==> config.mk <==
export PLATFORM = sky130hd
export DESIGN_NAME = fdt_front
export DESIGN_NICKNAME = d
export VERILOG_FILES = /design/src/rtl/core/fdt_pkg.sv /design/src/rtl/core/fdt_front.sv
export SDC_FILE = /design/constraint.sdc
export NUM_CORES = 1
export LEC_CHECK = 0
export ABC_AREA = 1
export BUFFER_PORTS_ARGS = -buffer_cell sky130_fd_sc_hd__buf_2
export CAP_MARGIN = 20
export CELL_PAD_IN_SITES_DETAIL_PLACEMENT = 2
export CELL_PAD_IN_SITES_GLOBAL_PLACEMENT = 2
export CORE_UTILIZATION = 24
export DETAILED_ROUTE_END_ITERATION = 6
export GPL_TIMING_DRIVEN = 1
export PLACE_DENSITY_LB_ADDON = 0.08
export SLEW_MARGIN = 20
export SYNTH_ARGS = -nofsm -noshare
export SYNTH_HDL_FRONTEND = slang
export SYNTH_SLANG_ARGS = --single-unit
==> constraint.sdc <==
create_clock -name clk -period 5.6 [get_ports clk]
set_clock_uncertainty 0.1 [all_clocks]
set_input_delay 1.68 -clock clk [delete_from_list [all_inputs] [get_ports clk]]
set_output_delay 1.68 -clock clk [all_outputs]
set_load 0.01 [all_outputs]
==> src/rtl/core/fdt_pkg.sv <==
// Shared types, constants and opcodes for the fractional delay tap core.
package fdt_pkg;

  localparam int MAX_LINE    = 65536;
  localparam int SAMPLE_BITS = 24;
  localparam int ADDR_BITS   = 16;
  localparam int LEN_BITS    = 17;
  localparam int DELAY_BITS  = 20;
  localparam int FRAC_BITS   = 17;
  localparam int FRAC_SHIFT  = 16;
  localparam int DIV_RADIX   = 4;
  localparam int DIV_STEPS   = DELAY_BITS / DIV_RADIX;
  localparam int DIV_CNT_BITS = $clog2(DIV_STEPS);
  localparam int DIFF_BITS   = SAMPLE_BITS + 1;
  localparam int PROD_BITS   = DIFF_BITS + FRAC_BITS + 1;
  localparam int QUEUE_DEPTH = 2;

  localparam logic [FRAC_BITS-1:0] FRAC_ONE = FRAC_BITS'(65536);
  localparam logic [LEN_BITS-1:0]  LEN_MAX  = LEN_BITS'(MAX_LINE);

  localparam logic OP_STORE = 1'b0;
  localparam logic OP_READ  = 1'b1;

  typedef struct packed {
    logic                          opcode;
    logic [ADDR_BITS-1:0]          position;
    logic signed [SAMPLE_BITS-1:0] sample_in;
    logic [DELAY_BITS-1:0]         delay_samples;
    logic [FRAC_BITS-1:0]          fraction;
  } in_word_t;

  typedef struct packed {
    logic signed [SAMPLE_BITS-1:0] tap_value;
    logic                          bad_position;
  } out_word_t;

  typedef struct packed {
    logic                          is_read;
    logic [ADDR_BITS-1:0]          position;
    logic signed [SAMPLE_BITS-1:0] sample;
    logic [DELAY_BITS-1:0]         delay;
    logic [FRAC_BITS-1:0]          frac;
  } cmd_t;

endpackage

==> src/rtl/core/fdt_front.sv <==
// Front end: accepts input words, decodes the opcode and clamps the fraction.
module fdt_front
  import fdt_pkg::*;
(
  input  logic     clk,
  input  logic     rst,
  input  logic     in_valid,
  output logic     in_stall,
  input  in_word_t in_word,
  output logic     cmd_valid,
  input  logic     cmd_ready,
  output cmd_t     cmd
);

  cmd_t cmd_next;
  logic take;

  assign in_stall = cmd_valid & ~cmd_ready;
  assign take     = in_valid & ~in_stall;

  always_comb begin
    cmd_next.is_read  = (in_word.opcode == OP_READ);
    cmd_next.position = in_word.position;
    cmd_next.sample   = in_word.sample_in;
    cmd_next.delay    = in_word.delay_samples;
    cmd_next.frac     = (in_word.fraction > FRAC_ONE) ? FRAC_ONE : in_word.fraction;
  end

  always_ff @(posedge clk) begin
    if (rst) begin
      cmd_valid <= 1'b0;
    end else if (take) begin
      cmd_valid <= 1'b1;
    end else if (cmd_ready) begin
      cmd_valid <= 1'b0;
    end
    if (take) begin
      cmd <= cmd_next;
    end
  end

endmodule

==> impl_metrics.toml <==
[status]
outcome = "finished clean"

[cells_and_area]
multi_input_area_um2 = 214
stdcell_count = 450
drive_gt1_share_pct = 61.9
n_fill_cell = 1155
insertedDiodeCount = 0
regArea_um2 = 2360
syn_to_final_growth_pct = 44.1
final_nets = 387

[global_route]
grt_start_max_net_pins = 60
antenna_found_initial = 0
grtUsageTotal_pct = 12.1
grt_pass1_vias = 1855
grt_pass1_wl_mm = 10.0
overflow = 0

[routing]
first_pass_iters = 5
viasPerCell = 3.92
vias = 1762
totalWireLength_mm = 6.95
drc_errors = 0
antenna_left = 0
drt_iter0_drc = 64
wl_per_cell_um = 15.4

[floorplanning]
die_w_um = 108
die_h_um = 108
core_um2 = 10800
io_pins = 162
die_area_um2 = 11600
initial_utilization_pct = 24.7
core.rowCount = 38

[placement]
place_inst = 434
gp_congestion = 0.695
dp_hpwl_mm = 5.23
port_buffers = 161

[cts]
post_cts_buffers = 0
cts-root-buf = "clkbuf_8"
cts_resized = 0
cts.path.max_buffers = 2
clkSlewWorstSetupHoldPaths_ps = 80
cts_tree = "yes"
htreeDepth = 3
cts_hold_buf = 0
clock_latency_ps = 340
numCtsBuffers = 9
numClockSinks = 79

[yosys]
yosysWarnings = 0
synth_area_leaders = "edfxtp_1 (88%), a21oi_2 (2.9%), inv_1 (2.7%)"
netlist_area_um2 = 2670
yosysTopAreaCellShare_pct = 87.6
syn_inst = 136
yosys.area.top_type = "edfxtp_1"
ys_ff_latch = 79
yosysUniqueCellTypes = 13
avgSynthCellArea_um2 = 19.7
synth_fp_nets = 218
seq_area_frac_synth_pct = 88.3

[power]
p_leak_nw = 1.69
vdd_ir_drop_max_uv = 91.5
powerDensity_nw_per_um2 = 322

[sta]
clock.fmax_mhz = 255
worst_pin_slew_ps = 639
rsz0062_at_grt = "no"
timing.final.hold_violations = 0
tns_ps = 0
setup_viol = 0
fin_hold_ws_ps = 385
slew_violations = 0
period_share_pct = 70.0
max_slew_margin_pct = 57.3
layout_min_cycle_time_ps = 3920

[min_path]
whs_path_depth = 2
holdCritPathClass = "reg2reg"
min_from = "cmd_valid"

[critical_path]
arrival_ps = 2140
cp-startpoint = "cmd_ready"
r2r_cells = 4
cp.required_ps = 3820
r2r_start = "cmd_valid"
endpoint_kind = "primary output"
critPathLaunchType = "primary input"
worstSetupPathType = "in2out"
path_max_fanout = 2

[flow_run]
max-cap-violations = 0
==> synthesized netlist by cell type <==
library cell and n:
a21oi_2 9, a21oi_1 7, inv_1 19, clkbuf_1 1, buf_12 1, nor2_2 2, nand2_4 1, nor2_1 9
edfxtp_1 78, nand2_1 5, buf_2 2, a21oi_4 1, dfxtp_1 1
==> placed cells by master, fill, tap and decap left out, drive strengths merged <==
| cell type | n |
|---|---|
| clkinvlp | 1 |
| nor2 | 11 |
| clkinv | 3 |
| buf | 162 |
| nand2 | 6 |
| inv | 21 |
| clkbuf | 9 |
| edfxtp | 78 |
| dfxtp | 1 |
| a21oi | 17 |
| bufinv | 1 |
==> critical path, cell delays in order <==
cell     delay (ps)
buf_2            90
inv_1            40
nand2_1          50
inv_1           120
buf_2           150
==> sequential cells by signal, indices dropped and copies added (netlist names) <==
name,cells
cmd,78
cmd_valid,1
==> power by group <==
| part | switching, mW | internal (mW) | total [mW] |
|---|---|---|---|
| sequential | 0.00779 | 0.691 | 0.699 |
| combinational | 0.0641 | 0.0485 | 0.113 |
| clock | 0.220 | 0.211 | 0.431 |
| total | 0.292 | 0.951 | 1.24 |
==> layer usage <==
metal  share of wire (%)  wire length, um  track usage [%]
met5                   0                0                0
met3                 9.6              670             5.33
met2                  53             3700             21.9
met1                  36             2500             12.1
met4                 1.1               75             4.40
==> layout make-up <==
| cell class | count | share of cell area, % |
|---|---|---|
| Clock buffer | 9 | 3.22 |
| Sequential cell | 79 | 61.3 |
| Clock inverter | 7 | 2.08 |
| Tap cell | 140 | 4.55 |
| Multi-Input combinational cell | 34 | 5.55 |
| Inverter | 19 | 1.85 |
| Timing Repair Buffer | 162 | 21.4 |
==> final timing paths <==
path,to,slack (ps)
max reg2reg,cmd[27],3810
min reg2reg,cmd_valid,380
max,in_stall,1680
min,cmd_valid,380
==> kinds of logic after synthesis <==
| logic type | count (synthesis) | share of synthesized area (%) |
|---|---|---|
| AOI/OAI and AO/OA | 17 | 4.87 |
| and+or+nand+nor | 17 | 2.85 |
| buffers and inverters | 23 | 3.93 |
| DFF | 79 | 88.3 |
==> through the flow <==
| step | util (%) | cell area (um2) | setup WS [ps] | power, mW |
|---|---|---|---|---|
| after floorplan | - | 2680 | 1200 | 0.757 |
| after global placement | 33.7 | 3650 | 1700 | 0.825 |
| after detailed placement | 33.7 | 3650 | 1670 | 0.829 |
| after CTS | 35.5 | 3850 | 1670 | 1.27 |
| after global routing | 35.5 | 3850 | 1620 | 1.30 |
| final | 35.5 | 3850 | 1680 | 1.24 |
No activity file was read; power rests on OpenSTA's default activity.
