`src/rtl/core/fdt_pkg.sv`:
```
// Shared types, constants and opcodes for the fractional delay tap core.
package fdt_pkg;

  localparam int MAX_LINE    = 65536;
  localparam int SAMPLE_BITS = 24;
  localparam int ADDR_BITS   = 16;
  localparam int LEN_BITS    = 17;
  localparam int DELAY_BITS  = 20;
  localparam int FRAC_BITS   = 17;
  localparam int FRAC_SHIFT  = 16;
  localparam int DIV_RADIX   = 4;
  localparam int DIV_STEPS   = DELAY_BITS / DIV_RADIX;
  localparam int DIV_CNT_BITS = $clog2(DIV_STEPS);
  localparam int DIFF_BITS   = SAMPLE_BITS + 1;
  localparam int PROD_BITS   = DIFF_BITS + FRAC_BITS + 1;
  localparam int QUEUE_DEPTH = 2;

  localparam logic [FRAC_BITS-1:0] FRAC_ONE = FRAC_BITS'(65536);
  localparam logic [LEN_BITS-1:0]  LEN_MAX  = LEN_BITS'(MAX_LINE);

  localparam logic OP_STORE = 1'b0;
  localparam logic OP_READ  = 1'b1;

  typedef struct packed {
    logic                          opcode;
    logic [ADDR_BITS-1:0]          position;
    logic signed [SAMPLE_BITS-1:0] sample_in;
    logic [DELAY_BITS-1:0]         delay_samples;
    logic [FRAC_BITS-1:0]          fraction;
  } in_word_t;

  typedef struct packed {
    logic signed [SAMPLE_BITS-1:0] tap_value;
    logic                          bad_position;
  } out_word_t;

  typedef struct packed {
    logic                          is_read;
    logic [ADDR_BITS-1:0]          position;
    logic signed [SAMPLE_BITS-1:0] sample;
    logic [DELAY_BITS-1:0]         delay;
    logic [FRAC_BITS-1:0]          frac;
  } cmd_t;

endpackage

```
`src/rtl/core/fdt_queue.sv`:
```
// Two-entry command queue between front end and back end.
module fdt_queue
  import fdt_pkg::*;
(
  input  logic clk,
  input  logic rst,
  input  logic push,
  input  cmd_t push_cmd,
  output logic ready,
  input  logic pop,
  output logic avail,
  output cmd_t head
);

  localparam int PTR_BITS = $clog2(QUEUE_DEPTH);
  localparam int CNT_BITS = $clog2(QUEUE_DEPTH + 1);

  cmd_t                entries [QUEUE_DEPTH];
  logic [PTR_BITS-1:0] wr_ptr;
  logic [PTR_BITS-1:0] rd_ptr;
  logic [CNT_BITS-1:0] count;
  logic                do_push;
  logic                do_pop;

  assign ready   = (count != CNT_BITS'(QUEUE_DEPTH));
  assign avail   = (count != '0);
  assign head    = entries[rd_ptr];
  assign do_push = push & ready;
  assign do_pop  = pop & avail;

  always_ff @(posedge clk) begin
    if (rst) begin
      wr_ptr <= '0;
      rd_ptr <= '0;
      count  <= '0;
    end else begin
      if (do_push) begin
        wr_ptr <= wr_ptr + 1'b1;
      end
      if (do_pop) begin
        rd_ptr <= rd_ptr + 1'b1;
      end
      count <= count + CNT_BITS'(do_push) - CNT_BITS'(do_pop);
    end
    if (do_push) begin
      entries[wr_ptr] <= push_cmd;
    end
  end

endmodule

```
`config.mk`:
```
export PLATFORM = sky130hd
export DESIGN_NAME = fdt_queue
export DESIGN_NICKNAME = d
export VERILOG_FILES = /design/src/rtl/core/fdt_pkg.sv /design/src/rtl/core/fdt_queue.sv
export SDC_FILE = /design/constraint.sdc
export NUM_CORES = 1
export LEC_CHECK = 0
export BUFFER_PORTS_ARGS = -buffer_cell sky130_fd_sc_hd__clkbuf_2
export CORE_AREA = 10 10 196 106
export DETAILED_ROUTE_END_ITERATION = 10
export DIE_AREA = 0 0 206 116
export HOLD_SLACK_MARGIN = 0.12
export MAX_ROUTING_LAYER = met4
export PLACE_DENSITY_LB_ADDON = 0.3
export SLEW_MARGIN = 30
export SYNTH_ARGS = -nofsm -noshare
export SYNTH_HDL_FRONTEND = slang
export SYNTH_SLANG_ARGS = --single-unit
```
`constraint.sdc`:
```
create_clock -name clk -period 4.15 [get_ports clk]
set_input_delay 0.2075 -clock clk [delete_from_list [all_inputs] [get_ports clk]]
set_output_delay 0.2075 -clock clk [all_outputs]
set_load 0.01 [all_outputs]
```
==> metrics.csv <==
metric;value;unit
post-synthesis register bit count;161;
Psw;0.001192;W
I/O pin count;162;
Core Rows;34;
grt ovf;0;
hold_sp;push;
largest net degree at the start of global routing;49;
Reg2Reg Depth;4;
GRT Util Overall;11.54;%
Switching Share;26.60;%
post-synth cell types;24;
f_max;432.8;MHz
Area contributors post-synth;edfxtp_1 (79%), mux2_2 (11%), mux2_4 (5.0%);
Worst EP arrival;2350;ps
slowest CP cell;buf_4;
Area Overhead vs Synth;41.28;%
die height;116;um
Reg-to-Reg Start;count[0];
worst path required time;4190;ps
most frequent cells in the layout;clkbuf_2 (161), edfxtp_1 (156), dlygate4sd3_1 (79);
crit path max fanout;48;
H-Tree Depth;4;
antenna violations before repair;0;
final hold vios;0;
clock skew;8.941;ps
r2r setup slk;1840;ps
DRC violations left;0;
Pint;0.003289;W
number of diodes;0;
clock share of power;33.1;%
Final Setup Violations;0;
status;finished clean;
P per Cell Area;531.6;mW/mm^2
Area after DPL;0.007074;mm^2
met2 GRT Util;20.83;%
Top Family by Delay on Critical Path;buffers and inverters;
synthesized area;0.005966;mm^2
most common cell after layout, fill and taps aside;clkbuf_2;
unrepaired setup endpoints after global routing;false;
footprint of the multi-input gates;0.001112;mm^2
leakage power;3.234;nW
area leader, netlist;edfxtp_1;
HPWL Detailed;9036;um
wire length per cell;17.20;um
M1 GR Usage;12.02;%
Setup crit start;count[0];
final critical-path share of the clock period;55.67;%
number of stages on the worst setup path;4;
Combinational Power Share;21.0;%
postcts setup bufs;0;
grt peak-use layer;met2;
Clk pin slew, worst setup/hold paths;60;ps
crit-path cells;nand2b_1, nand3b_1, clkinv_2, buf_4;
Max stage delay on crit path;640;ps
worst path buffer plus inverter count;2;
CTS tree;yes;
clk root buf;clkbuf_16;
Seq/Total Area, Yosys;80.20;%
number of global-route vias before repair;3645;
register area;0.004788;mm^2
maximum VDD drop;324.7;uV
chip width;206;um
DRT Pass-1 Iters;5;
fin nets;611;
Hold Buf Count CTS;79;
setup TNS;0;ps
Vias/cell;4.298;
Worst Max-Slew Pin Slew;684.6;ps
cts repair resizes;0;
routability cong.;0.7223;
Starting Density;34.71;%
core area;0.01719;mm^2
PortBufs;161;
post-route cell area;0.008428;mm^2
fin. max-slew vios;0;
Num CTS Buffers;17;
Sink Count;161;
met3 Use GR;2.870;%
HP Class;in2reg;
Worst Setup Path Type;reg2reg;
clock insertion delay at the later pin of the skew report;420;ps
Tmin final;2310;ps
Setup crit end kind;flop;
Startpoint Class;flop;
hold slack;194.2;ps
mean post-synth cell area;21.93;um^2
Die ar.;0.02390;mm^2
hold depth;3;
syn_nets;355;
antenna-violating nets left;0;
yosys warns;0;
Mapped Cells;272;
via count;3331;
sequential group share of total power;45.9;%
share of layout cells above drive strength 1;51.57;%
Detailed Route WL;13330;um
max cap viols;0;
Slew HR;54.36;%
fillcell total;1475;
first-pass GRT wire length;20290;um
DRT iter0 DRCs;165;
Yosys top cell area share;78.52;%
Clock Path Buffers;2;
[kinds of logic after synthesis]
group                    Yosys count  synth area share, %
AO/OA/AOI/OAI                      7               0.8599
multiplexers                      79                16.17
adder cells (fa/ha/maj)            1               0.2097
flip-flops                       161                80.20
XOR/XNOR                           1               0.1468
buffers and inverters             10                1.237
AND/OR/NAND/NOR                   13                1.175
[metal layers]
layer,wire length [um],vias up
li1,-,1598
met1,5160,1664
met2,7574,56
met3,412,13
met4,182,0
met5,0,-
[sequential cells by signal (all words and copies together) (netlist names), named ones only]
name / flops
entries: 156
count: 2
rd_ptr: 1
wr_ptr: 1
[path summary, 6_finish.rpt]
kind,endpoint
max,entries[0][3]
max reg2reg,entries[0][3]
min,wr_ptr
min reg2reg,flop
[cell usage after synthesis]
master	instances
edfxtp_1	156
mux2_2	58
mux2_4	20
buf_2	5
dfxtp_1	5
nor2_1	5
buf_6	4
nor2b_1	2
o21ai_0	2
a211oi_1	1
a21bo_1	1
a21bo_2	1
a21oi_1	1
a32oi_1	1
and2b_1	1
and3_1	1
ha_1	1
inv_1	1
mux2_1	1
nand2b_1	1
nand3_1	1
nand3b_1	1
or2_2	1
xor2_1	1
[per-stage QoR]
stage | utilization (%) | setup WS, ps | instances | total power [W]
6_report | 49.04 | 1840 | 775 | 0.004480
5_1_grt | 49.04 | 1643 | 775 | 0.004694
4_1_cts | 49.04 | 1809 | 775 | 0.004561
3_5_place_dp | 41.16 | 1820 | 664 | 0.002999
3_3_place_gp | 40.93 | 1881 | 662 | 0.002976
2_1_floorplan | - | 1178 | 272 | 0.002640
[power groups by stage]
stage | Combinational (W) | Sequential [W] | Clock (W)
after floorplan | 0.000588 | 0.00205 | 0
after global placement | 0.000892 | 0.00208 | 0
after detailed placement | 0.000908 | 0.00209 | 0
after CTS | 0.000973 | 0.00206 | 0.00153
after global routing | 0.00102 | 0.00207 | 0.00160
final | 0.000942 | 0.00205 | 0.00148
[cell type report]
type / instances / area share [%]
Clock buffer: 18 / 5.092
Clock inverter: 14 / 1.588
Inverter: 1 / 0.05938
Multi-Input combinational cell: 101 / 13.20
Sequential cell: 161 / 56.81
Tap cell: 234 / 3.474
Timing Repair Buffer: 246 / 19.77
[tightest hold or removal path: cells and delay by family]
| kind | cells | cell delay (ps) |
|---|---|---|
| AOI/OAI and AO/OA | 2 | 190 |
| buffers and inverters | 1 | 160 |
Power figures use the tool's default switching activity.
